==> src/texel_format_to_rgba8888_assert.svh <==
// Assertion macros shared by the texel format decoder modules.
// Depends on nothing; each macro expands to one labelled concurrent assertion.
`ifndef TEXEL_FORMAT_TO_RGBA8888_ASSERT_SVH
`define TEXEL_FORMAT_TO_RGBA8888_ASSERT_SVH

// The consequent must hold in the same cycle as the antecedent.
`define TFR_ASSERT_SAME(label, clk, rst, ante, cons, msg) \
   label: assert property (@(posedge clk) disable iff (rst) (ante) |-> (cons)) \
      else $error(msg);

// The consequent must hold in the cycle after the antecedent.
`define TFR_ASSERT_NEXT(label, clk, rst, ante, cons, msg) \
   label: assert property (@(posedge clk) disable iff (rst) (ante) |=> (cons)) \
      else $error(msg);

`endif

==> src/tfr_pkg.sv <==
// Package of the texel format decoder: format and opcode codes, queue entry types
// and the channel widening and pixel decode functions. Depends on nothing.
`default_nettype none

package tfr_pkg;

   // Default palette depth and depth of the queue between front and back.
   localparam int PALETTE_DEPTH = 256;
   localparam int QUEUE_DEPTH   = 2;

   // Input item opcodes.
   localparam logic OP_LOAD  = 1'b0;
   localparam logic OP_TEXEL = 1'b1;

   // Texel format register codes.
   localparam logic [3:0] FMT_RGBA16 = 4'd0;
   localparam logic [3:0] FMT_RGBA32 = 4'd1;
   localparam logic [3:0] FMT_CI4    = 4'd2;
   localparam logic [3:0] FMT_CI8    = 4'd3;
   localparam logic [3:0] FMT_I4     = 4'd4;
   localparam logic [3:0] FMT_I8     = 4'd5;
   localparam logic [3:0] FMT_IA4    = 4'd6;
   localparam logic [3:0] FMT_IA8    = 4'd7;
   localparam logic [3:0] FMT_IA16   = 4'd8;

   // How the back end turns a source word into a pixel.
   typedef enum logic [2:0] {
      KIND_5551 = 3'd0,
      KIND_RGBA = 3'd1,
      KIND_I4   = 3'd2,
      KIND_IA31 = 3'd3,
      KIND_I8   = 3'd4,
      KIND_IA44 = 3'd5,
      KIND_IA88 = 3'd6
   } kind_type;

   // One classified texel transfer. For two-pixel entries the first pixel's source
   // sits in the upper half of the word and the second pixel's in the lower half.
   typedef struct packed {
      kind_type    kind;
      logic        two;
      logic [31:0] word;
   } entry_type;

   typedef struct packed {
      logic [7:0] red;
      logic [7:0] green;
      logic [7:0] blue;
      logic [7:0] alpha;
   } pixel_type;

   // v*255/31, truncated: 8v plus floor(7v/31), the latter by reciprocal multiply.
   function automatic logic [7:0] widen5(input logic [4:0] v);
      logic [7:0]  t;
      logic [15:0] p;
      t = {3'b000, v} * 8'd7;
      p = {8'h00, t} * 16'd265;
      return {v, 3'b000} + {5'b00000, p[15:13]};
   endfunction

   // v*255/7, truncated.
   function automatic logic [7:0] widen3(input logic [2:0] v);
      logic [7:0] r;
      unique case (v)
         3'd0: r = 8'd0;
         3'd1: r = 8'd36;
         3'd2: r = 8'd72;
         3'd3: r = 8'd109;
         3'd4: r = 8'd145;
         3'd5: r = 8'd182;
         3'd6: r = 8'd218;
         3'd7: r = 8'd255;
      endcase
      return r;
   endfunction

   // v*17 is the nibble repeated.
   function automatic logic [7:0] widen4(input logic [3:0] v);
      return {v, v};
   endfunction

   // Decode one pixel from the upper part of a source word (KIND_RGBA uses the whole word).
   function automatic pixel_type decode_pixel(input kind_type kind, input logic [31:0] src);
      pixel_type  p;
      logic [7:0] i;
      i = 8'h00;
      unique case (kind)
         KIND_5551: begin
            p.red   = widen5(src[31:27]);
            p.green = widen5(src[26:22]);
            p.blue  = widen5(src[21:17]);
            p.alpha = src[16] ? 8'hFF : 8'h00;
         end
         KIND_RGBA: begin
            p.red   = src[31:24];
            p.green = src[23:16];
            p.blue  = src[15:8];
            p.alpha = src[7:0];
         end
         KIND_I4: begin
            i = widen4(src[19:16]);
            p = '{i, i, i, 8'hFF};
         end
         KIND_IA31: begin
            i = widen3(src[19:17]);
            p = '{i, i, i, (src[16] ? 8'hFF : 8'h00)};
         end
         KIND_I8: begin
            p = '{src[31:24], src[31:24], src[31:24], 8'hFF};
         end
         KIND_IA44: begin
            i = widen4(src[31:28]);
            p = '{i, i, i, widen4(src[27:24])};
         end
         KIND_IA88: begin
            p = '{src[31:24], src[31:24], src[31:24], src[23:16]};
         end
         default: begin
            p = '0;
         end
      endcase
      return p;
   endfunction

endpackage

`default_nettype wire

==> src/texel_format_to_rgba8888.sv <==
// A texel transfer's first pixel is offered on rsp after it has passed the stage register,
// the queue and the result register, in that order.
// Throughput: one req transfer per cycle while the stage register can move on; nibble formats
// give two pixels that take turns in the single result register, so the queue fills and req stalls.
// Reset clears the format (rgba16), byte gathering, queue and valids; the palette
// memory is not cleared and an entry reads as undefined until it is loaded.
`default_nettype none

module texel_format_to_rgba8888 #(
   parameter int PALETTE_DEPTH = tfr_pkg::PALETTE_DEPTH
) (
   input  wire logic         clock,
   input  wire logic         reset,
   input  wire logic         csr_write_enable,
   input  wire logic [3:0]   csr_write_data,
   input  wire logic         req_valid,
   output logic              req_ready,
   input  wire logic         req_opcode,
   input  wire logic [7:0]   req_source_byte,
   input  wire logic         req_start_of_image,
   input  wire logic         req_drop_low_nibble,
   input  wire logic [7:0]   req_palette_index,
   input  wire logic [15:0]  req_palette_entry,
   output logic              rsp_valid,
   input  wire logic         rsp_ready,
   output logic [7:0]        rsp_red,
   output logic [7:0]        rsp_green,
   output logic [7:0]        rsp_blue,
   output logic [7:0]        rsp_alpha,
   output logic              rsp_last_of_run
);

   logic               push, queue_full, pop, head_valid;
   tfr_pkg::entry_type push_entry, head;

   // Front end: accepts transfers and classifies texels.
   tfr_front #(
      .PALETTE_DEPTH(PALETTE_DEPTH)
   ) u_front (
      .clock               (clock),
      .reset               (reset),
      .csr_write_enable    (csr_write_enable),
      .csr_write_data      (csr_write_data),
      .req_valid           (req_valid),
      .req_ready           (req_ready),
      .req_opcode          (req_opcode),
      .req_source_byte     (req_source_byte),
      .req_start_of_image  (req_start_of_image),
      .req_drop_low_nibble (req_drop_low_nibble),
      .req_palette_index   (req_palette_index),
      .req_palette_entry   (req_palette_entry),
      .push                (push),
      .push_entry          (push_entry),
      .queue_full          (queue_full)
   );

   // Queue decoupling the two ends.
   tfr_queue u_queue (
      .clock      (clock),
      .reset      (reset),
      .push       (push),
      .push_entry (push_entry),
      .full       (queue_full),
      .pop        (pop),
      .head_valid (head_valid),
      .head       (head)
   );

   // Back end: expands entries into pixels.
   tfr_back u_back (
      .clock           (clock),
      .reset           (reset),
      .head_valid      (head_valid),
      .head            (head),
      .pop             (pop),
      .rsp_valid       (rsp_valid),
      .rsp_ready       (rsp_ready),
      .rsp_red         (rsp_red),
      .rsp_green       (rsp_green),
      .rsp_blue        (rsp_blue),
      .rsp_alpha       (rsp_alpha),
      .rsp_last_of_run (rsp_last_of_run)
   );

endmodule

`default_nettype wire

==> src/tfr_front.sv <==
// Front end of the texel format decoder: format register, byte gathering,
// palette memory and the classifying stage register. Depends on tfr_pkg.
`default_nettype none

module tfr_front #(
   parameter int PALETTE_DEPTH = tfr_pkg::PALETTE_DEPTH
) (
   input  wire logic                clock,
   input  wire logic                reset,
   input  wire logic                csr_write_enable,
   input  wire logic [3:0]          csr_write_data,
   input  wire logic                req_valid,
   output logic                     req_ready,
   input  wire logic                req_opcode,
   input  wire logic [7:0]          req_source_byte,
   input  wire logic                req_start_of_image,
   input  wire logic                req_drop_low_nibble,
   input  wire logic [7:0]          req_palette_index,
   input  wire logic [15:0]         req_palette_entry,
   output logic                     push,
   output tfr_pkg::entry_type       push_entry,
   input  wire logic                queue_full
);

   localparam int         AddrWidth  = (PALETTE_DEPTH > 1) ? $clog2(PALETTE_DEPTH) : 1;
   localparam logic [8:0] DepthLimit = 9'(PALETTE_DEPTH);

   logic [3:0]         texel_format_ff;
   logic [1:0]         byte_phase_ff, byte_phase_in, phase_eff;
   logic [23:0]        gathered_ff, gathered_in;
   logic               stage_valid_ff, stage_valid_in;
   tfr_pkg::entry_type stage_entry_ff, stage_entry_in;
   logic               stage_use_pal_ff, stage_use_pal_in;
   logic               accept, emit, write_en, read_en;
   logic [7:0]         idx0, idx1;
   logic [15:0]        palette_mem [PALETTE_DEPTH];
   logic [15:0]        rd0_ff, rd1_ff;
   logic               range0_ff, range1_ff;

   // A transfer is taken whenever the stage register is free or moves on this cycle.
   assign req_ready = !stage_valid_ff || !queue_full;
   assign accept    = req_valid && req_ready;
   assign push      = stage_valid_ff && !queue_full;

   // Configuration register.
   always_ff @(posedge clock) begin
      if (reset) begin
         texel_format_ff <= tfr_pkg::FMT_RGBA16;
      end else if (csr_write_enable) begin
         texel_format_ff <= csr_write_data;
      end
   end

   // Byte gathering and classification of a texel transfer.
   always_comb begin
      phase_eff        = req_start_of_image ? 2'd0 : byte_phase_ff;
      byte_phase_in    = byte_phase_ff;
      gathered_in      = gathered_ff;
      emit             = 1'b0;
      stage_entry_in   = '{tfr_pkg::KIND_I8, 1'b0, 32'h0};
      stage_use_pal_in = 1'b0;
      idx0             = req_source_byte;
      idx1             = {4'h0, req_source_byte[3:0]};
      if (accept && req_opcode == tfr_pkg::OP_TEXEL) begin
         unique case (texel_format_ff)
            tfr_pkg::FMT_RGBA16, tfr_pkg::FMT_IA16: begin
               if (phase_eff == 2'd0) begin
                  gathered_in   = {gathered_ff[15:0], req_source_byte};
                  byte_phase_in = 2'd1;
               end else begin
                  byte_phase_in       = 2'd0;
                  emit                = 1'b1;
                  stage_entry_in.kind = (texel_format_ff == tfr_pkg::FMT_RGBA16) ?
                                        tfr_pkg::KIND_5551 : tfr_pkg::KIND_IA88;
                  stage_entry_in.word = {gathered_ff[7:0], req_source_byte, 16'h0};
               end
            end
            tfr_pkg::FMT_RGBA32: begin
               if (phase_eff != 2'd3) begin
                  gathered_in   = {gathered_ff[15:0], req_source_byte};
                  byte_phase_in = phase_eff + 2'd1;
               end else begin
                  byte_phase_in       = 2'd0;
                  emit                = 1'b1;
                  stage_entry_in.kind = tfr_pkg::KIND_RGBA;
                  stage_entry_in.word = {gathered_ff, req_source_byte};
               end
            end
            tfr_pkg::FMT_CI4, tfr_pkg::FMT_I4, tfr_pkg::FMT_IA4: begin
               byte_phase_in       = 2'd0;
               emit                = 1'b1;
               stage_entry_in.two  = !req_drop_low_nibble;
               stage_entry_in.word = {12'h0, req_source_byte[7:4],
                                      12'h0, req_source_byte[3:0]};
               idx0                = {4'h0, req_source_byte[7:4]};
               if (texel_format_ff == tfr_pkg::FMT_CI4) begin
                  stage_entry_in.kind = tfr_pkg::KIND_5551;
                  stage_use_pal_in    = 1'b1;
               end else if (texel_format_ff == tfr_pkg::FMT_I4) begin
                  stage_entry_in.kind = tfr_pkg::KIND_I4;
               end else begin
                  stage_entry_in.kind = tfr_pkg::KIND_IA31;
               end
            end
            tfr_pkg::FMT_CI8: begin
               byte_phase_in       = 2'd0;
               emit                = 1'b1;
               stage_entry_in.kind = tfr_pkg::KIND_5551;
               stage_use_pal_in    = 1'b1;
            end
            tfr_pkg::FMT_I8, tfr_pkg::FMT_IA8: begin
               byte_phase_in       = 2'd0;
               emit                = 1'b1;
               stage_entry_in.kind = (texel_format_ff == tfr_pkg::FMT_I8) ?
                                     tfr_pkg::KIND_I8 : tfr_pkg::KIND_IA44;
               stage_entry_in.word = {req_source_byte, 24'h0};
            end
            default: begin
               byte_phase_in = 2'd0;
            end
         endcase
      end
   end

   // Gathering state and stage valid.
   always_ff @(posedge clock) begin
      if (reset) begin
         byte_phase_ff  <= 2'd0;
         gathered_ff    <= 24'h0;
         stage_valid_ff <= 1'b0;
      end else begin
         byte_phase_ff  <= byte_phase_in;
         gathered_ff    <= gathered_in;
         stage_valid_ff <= stage_valid_in;
      end
   end

   assign stage_valid_in = accept ? emit : (push ? 1'b0 : stage_valid_ff);

   // Stage payload.
   always_ff @(posedge clock) begin
      if (accept) begin
         stage_entry_ff   <= stage_entry_in;
         stage_use_pal_ff <= stage_use_pal_in;
      end
   end

   // Palette memory: loads write at transfer, texel transfers read at transfer so
   // that each lookup sees exactly the loads that came before it.
   assign write_en = accept && req_opcode == tfr_pkg::OP_LOAD &&
                     ({1'b0, req_palette_index} < DepthLimit);
   assign read_en  = accept && req_opcode == tfr_pkg::OP_TEXEL;

   always_ff @(posedge clock) begin
      if (write_en) begin
         palette_mem[req_palette_index[AddrWidth-1:0]] <= req_palette_entry;
      end
      if (read_en) begin
         rd0_ff    <= palette_mem[idx0[AddrWidth-1:0]];
         rd1_ff    <= palette_mem[idx1[AddrWidth-1:0]];
         range0_ff <= ({1'b0, idx0} < DepthLimit);
         range1_ff <= ({1'b0, idx1} < DepthLimit);
      end
   end

   // Entry handed to the queue; palette colours out of range read as zero.
   always_comb begin
      push_entry = stage_entry_ff;
      if (stage_use_pal_ff) begin
         push_entry.word = {(range0_ff ? rd0_ff : 16'h0), (range1_ff ? rd1_ff : 16'h0)};
      end
   end

endmodule

`default_nettype wire

==> src/tfr_queue.sv <==
// Short queue between the front and back ends of the texel format decoder.
// Depends on tfr_pkg and the shared assertion macros.
`default_nettype none
`include "texel_format_to_rgba8888_assert.svh"

module tfr_queue (
   input  wire logic                clock,
   input  wire logic                reset,
   input  wire logic                push,
   input  wire tfr_pkg::entry_type  push_entry,
   output logic                     full,
   input  wire logic                pop,
   output logic                     head_valid,
   output tfr_pkg::entry_type       head
);

   localparam int Depth      = tfr_pkg::QUEUE_DEPTH;
   localparam int PtrWidth   = (Depth > 1) ? $clog2(Depth) : 1;
   localparam int CountWidth = $clog2(Depth + 1);
   localparam logic [PtrWidth-1:0]   LastPtr   = PtrWidth'(Depth - 1);
   localparam logic [CountWidth-1:0] FullCount = CountWidth'(Depth);

   tfr_pkg::entry_type          entries_ff [Depth];
   logic [PtrWidth-1:0]         wr_ptr_ff, wr_ptr_in, rd_ptr_ff, rd_ptr_in;
   logic [CountWidth-1:0]       count_ff, count_in;

   assign full       = (count_ff == FullCount);
   assign head_valid = (count_ff != '0);
   assign head       = entries_ff[rd_ptr_ff];

   // Pointer and fill count update.
   always_comb begin
      wr_ptr_in = wr_ptr_ff;
      rd_ptr_in = rd_ptr_ff;
      count_in  = count_ff;
      if (push) begin
         wr_ptr_in = (wr_ptr_ff == LastPtr) ? '0 : wr_ptr_ff + PtrWidth'(1);
      end
      if (pop) begin
         rd_ptr_in = (rd_ptr_ff == LastPtr) ? '0 : rd_ptr_ff + PtrWidth'(1);
      end
      if (push && !pop) begin
         count_in = count_ff + CountWidth'(1);
      end else if (pop && !push) begin
         count_in = count_ff - CountWidth'(1);
      end
   end

   always_ff @(posedge clock) begin
      if (reset) begin
         wr_ptr_ff <= '0;
         rd_ptr_ff <= '0;
         count_ff  <= '0;
      end else begin
         wr_ptr_ff <= wr_ptr_in;
         rd_ptr_ff <= rd_ptr_in;
         count_ff  <= count_in;
      end
   end

   // Entry storage.
   always_ff @(posedge clock) begin
      if (push) begin
         entries_ff[wr_ptr_ff] <= push_entry;
      end
   end

   // The front must never overrun the queue, nor the back drain an empty one.
   `TFR_ASSERT_SAME(a_no_overrun, clock, reset, push, !full, "queue written while full")
   `TFR_ASSERT_SAME(a_no_underrun, clock, reset, pop, head_valid, "queue read while empty")

endmodule

`default_nettype wire

==> src/tfr_back.sv <==
// Back end of the texel format decoder: expands queue entries into one or two
// pixels and holds them in the result register. Depends on tfr_pkg and the macros.
`default_nettype none
`include "texel_format_to_rgba8888_assert.svh"

module tfr_back (
   input  wire logic                clock,
   input  wire logic                reset,
   input  wire logic                head_valid,
   input  wire tfr_pkg::entry_type  head,
   output logic                     pop,
   output logic                     rsp_valid,
   input  wire logic                rsp_ready,
   output logic [7:0]               rsp_red,
   output logic [7:0]               rsp_green,
   output logic [7:0]               rsp_blue,
   output logic [7:0]               rsp_alpha,
   output logic                     rsp_last_of_run
);

   logic                rsp_valid_ff, rsp_valid_in;
   logic                second_ff, second_in;
   tfr_pkg::pixel_type  pixel_ff, pixel_in;
   logic                last_ff, last_in;
   logic                advance;
   logic [31:0]         src;

   // A pixel moves into the result register when it is empty or being taken.
   assign advance = head_valid && (!rsp_valid_ff || rsp_ready);
   assign last_in = !head.two || second_ff;
   assign pop     = advance && last_in;

   // The second pixel of a nibble pair comes from the lower half of the word.
   assign src      = second_ff ? {head.word[15:0], 16'h0} : head.word;
   assign pixel_in = tfr_pkg::decode_pixel(head.kind, src);

   assign rsp_valid_in = advance ? 1'b1 : (rsp_ready ? 1'b0 : rsp_valid_ff);
   assign second_in    = advance ? !last_in : second_ff;

   always_ff @(posedge clock) begin
      if (reset) begin
         rsp_valid_ff <= 1'b0;
         second_ff    <= 1'b0;
      end else begin
         rsp_valid_ff <= rsp_valid_in;
         second_ff    <= second_in;
      end
   end

   // Result payload.
   always_ff @(posedge clock) begin
      if (advance) begin
         pixel_ff <= pixel_in;
         last_ff  <= last_in;
      end
   end

   assign rsp_valid       = rsp_valid_ff;
   assign rsp_red         = pixel_ff.red;
   assign rsp_green       = pixel_ff.green;
   assign rsp_blue        = pixel_ff.blue;
   assign rsp_alpha       = pixel_ff.alpha;
   assign rsp_last_of_run = last_ff;

   // While the second pixel is pending, its pair must still be at the queue head,
   // and the first pixel of a pair never carries the last-of-run mark.
   `TFR_ASSERT_SAME(a_pair_held, clock, reset, second_ff, head_valid && head.two,
      "second pixel pending without a pair at the queue head")
   `TFR_ASSERT_NEXT(a_first_not_last, clock, reset, advance && !last_in,
      second_ff && rsp_valid && !rsp_last_of_run, "first pixel of a pair marked last")

endmodule

`default_nettype wire

==> config.mk <==
export PLATFORM = sky130hd
export DESIGN_NAME = texel_format_to_rgba8888
export DESIGN_NICKNAME = d
export VERILOG_FILES = /design/src/tfr_pkg.sv /design/src/texel_format_to_rgba8888.sv /design/src/tfr_front.sv /design/src/tfr_queue.sv /design/src/tfr_back.sv
export VERILOG_INCLUDE_DIRS = /design/src /design/src/src
export SDC_FILE = /design/constraint.sdc
export NUM_CORES = 2
export LEC_CHECK = 0
export CORE_MARGIN = 2
export CORE_UTILIZATION = 45
export DETAILED_ROUTE_END_ITERATION = 8
export DONT_BUFFER_PORTS = 1
export SLEW_MARGIN = 10
export SYNTH_ARGS = -nofsm -noshare
export SYNTH_HDL_FRONTEND = slang
export SYNTH_HIERARCHICAL = 1
export SYNTH_MEMORY_MAX_BITS = 65536
export SYNTH_SLANG_ARGS = --single-unit
==> constraint.sdc <==
create_clock -name clock -period 7.4 [get_ports clock]
set_input_delay 1.11 -clock clock [delete_from_list [all_inputs] [get_ports clock]]
set_output_delay 1.11 -clock clock [all_outputs]
set_load 0.01 [all_outputs]
==> summary.txt <==
STA
  – Final setup vio count: 0
  – Layout Skew: 0.0614 ns
  – Fin crit period: 7.13 ns
  – Least-Margin Pin Slew: 1.88 ns
  – RSZ-0062 raised after global routing: false
  – Tcrit/Tclk final: 96.3%
  – WHS: 0.183 ns
  – Fmax achieved: 140 MHz
  – Slew headroom: -25.6%
  – Final slew viol count: 103
  – Fin. Hold Viols: 0

GRT
  – GR peak layer: met2
  – Initial antenna violation count: 44
  – Pin count of the biggest net entering global routing: 257
  – GRT Total Usage: 27.4%
  – Global-route wire length before repair: 746 mm
  – Vias in the first global route: 96900
  – GRT overflow: 0
  – Grt met1 use: 36.3%
  – M2 GR Usage: 41.9%
  – Global routing usage on met3: 6.54%

Routing
  – Final wirelength: 538 mm
  – Initial DRC count: 14400
  – 1st-pass router iterations: 7
  – Total number of vias: 104000
  – Antenna Nets Post-Route: 0
  – DRC Markers: 0
  – Vias per cell: 6.19
  – WL/cell: 32.1 µm

Floorplan
  – Die Wd: 621 µm
  – Die height: 621 µm
  – Ports: 79
  – Die Area: 385000 µm²
  – Initial Utilization: 45.2%
  – Core area: 379000 µm²
  – Row count: 226

Worst setup path
  – Critical path's most frequent cell: buf_4
  – Worst Path Required: 8.06 ns
  – Max incr delay on CP: 1.14 ns
  – Crit. End Element: flop
  – Crit path cell chain: and2b_2 -> a21bo_1 -> clkinv_1 -> a41oi_1 -> buf_4 -> a21oi_4 -> buf_4 -> buf_12 -> buf_4 -> mux2i_1 -> o22ai_1 -> o21ai_0 -> nand4_1 -> nor4_1 -> nand2_1
  – Worst EP arrival: 7.79 ns
  – Critical-path maximum fanout: 88
  – Critical path type: reg2reg
  – CP Launch Type: flop
  – Slowest library cell on the worst path: nor4_1
  – R2r setup slk: 0.27 ns

Job
  – Max-cap violations: 0

CTS
  – Reg clk slew, reported paths: 0.06 ns
  – Sinks on Clock Net: 4308
  – CTS root buf: clkbuf_16
  – Worst-Skew Late Latency: 1.01 ns
  – Post-CTS Hold Buffers: 0
  – Largest buffer count on any clock path: 4
  – CTS buffer count: 438
  – CTS H-tree lvls: 5
  – CTS tree: built
  – Cts repair resizes: 0
  – Post CTS Setup Buffer Count: 0

Yosys
  – Syn avg cell area: 15.4 µm²
  – Syn Inst Count: 11100
  – Synthesized netlist net count: 11300
  – Synth cell types: 74
  – Yosys reg bits: 4308
  – Post-synth EDFFs: 4270
  – Yosys warns: 6
  – FFs w/ async S/R, synth: 0%
  – Post-synthesis sequential area ratio: 75.4%
  – Ys flop type: edfxtp_1
  – Post-Syn Area: 171000 µm²

Power and ir drop
  – PD cells: 284 nW/µm²
  – Worst vdd ir: 0.296 mV
  – Leak pwr: 64.9 nW

Finish
  – Share of cells above drive strength 1: 12.3%
  – Fin util: 51.1%
  – P&R area growth vs syn: 13.0%
  – Most frequent cells in the layout: edfxtp_1, nand2_1, mux2i_1, nand3_1, o22ai_1
  – Fin cells: 16800
  – Final layout net count: 11500
  – Cell area after layout: 193000 µm²
  – Commonest non-fill, non-tap cell in the layout: edfxtp_1

Placed design
  – Placed Instances: 15900
  – I/O Buffers: 0
  – Detailed placement HPWL: 322 mm
  – DP Area: 179000 µm²
  – Final Wtd Congestion: 0.919

Status
  – Outcome: finished, violations left
  – Violated checks: max-slew violations

Hold path
  – HP Class: in2reg
[per-layer routing]
layer  vias up  part of all wire, %
met5         -                0.045
met3      1091                   11
met4        34                  6.0
met2      5902                   45
li1      43500                    -
met1     53200                   38
[synthesized netlist by cell type, types with 81 or more instances]
cell type  count  area (µm²)
a32oi_1      159        1390
mux2i_1     1155       11600
nor2_1       364        1370
nand2_1     1922        7210
nor4_1        89         557
clkbuf_1     377        1420
buf_2        219        1100
a31oi_1      167        1040
o21ai_0      154         771
a21oi_1      120         601
mux2_2        81         912
nand3_1      616        3080
nand4_1      285        1780
edfxtp_1    4270      128000
mux4_2        92        2070
ha_1          88        1100
o22ai_1      496        3100
[critical path, delay by kind of cell, from the launching register on]
kind	cells	cell delay, ns
buffers and inverters	5	1.69
muxes	1	0.27
DFF	1	0.39
AOI/OAI and AO/OA	5	2.40
and+or+nand+nor	4	2.01
[registers in the layout, indices dropped and copies added, names as in the netlist, 2 cells and up, named ones only]
| name | cells |
|---|---|
| u_back/rsp_alpha | 8 |
| u_back/rsp_blue | 8 |
| u_front/stage_entry_ff | 32 |
| u_front/push_entry | 4 |
| u_front/palette_mem | 4096 |
| u_back/rsp_green | 8 |
| u_queue/entries_ff | 72 |
| u_front/rd1_ff | 16 |
| u_back/rsp_red | 8 |
| u_queue/count_ff | 2 |
| u_front/rd0_ff | 16 |
| u_front/byte_phase_ff | 2 |
| u_front/gathered_ff | 24 |
| u_front/texel_format_ff | 4 |
[per-stage QoR]
step           power, mW  setup TNS, ns  setup slack [ns]
2_1_floorplan       31.9              0              2.06
3_3_place_gp        33.8          -2.05            -0.904
5_1_grt             56.8              0             0.424
6_report            55.0              0             0.274
3_5_place_dp        33.9              0             0.265
4_1_cts             55.2              0             0.731
[path summary, 6_finish.rpt]
kind	start	end	depth (start not counted)
worst max register to register	u_queue/count_ff[0]$_SDFFE_PP0P_	u_front/rd0_ff[6]$_DFFE_PN_	15
worst min-delay path	reset	u_front/stage_valid_ff$_SDFFE_PP0P_	1
worst max-delay path	u_queue/count_ff[0]$_SDFFE_PP0P_	u_front/rd0_ff[6]$_DFFE_PN_	15
worst min register to register	u_front/gathered_ff[14]$_SDFFE_PP0P_	u_front/gathered_ff[22]$_SDFFE_PP0P_	2
[power breakdown]
part           switching (mW)  internal, mW  leakage [nW]
Sequential              0.165          27.1          38.8
Combinational            3.87          2.35          19.3
Clock                    9.22          12.3          6.77
[cell type report]
cell class	instances	area, µm²
fillers	30700	185000
clock buffers	561	11700
flip-flops and latches	4308	129000
repair buffers	478	4320
multi-input cells	6069	39600
well taps	5016	6280
clock inverters	241	2140
inverters	62	233
diodes	26	65.1
[logic make-up (layout without fill, tap and decap cells)]
group	count (synthesis)	in the layout	synth area share [%]
muxes	1330	1330	8.52
adders and majority gates	106	106	0.854
DFF	4308	4308	75.4
and+or+nand+nor	3401	3401	8.65
xor gates and xnor gates	19	19	0.0973
AOI/OAI and AO/OA	1213	1213	4.64
buffers and inverters	746	1342	1.85
other	0	26	0
(Power assumes the default switching activity.)
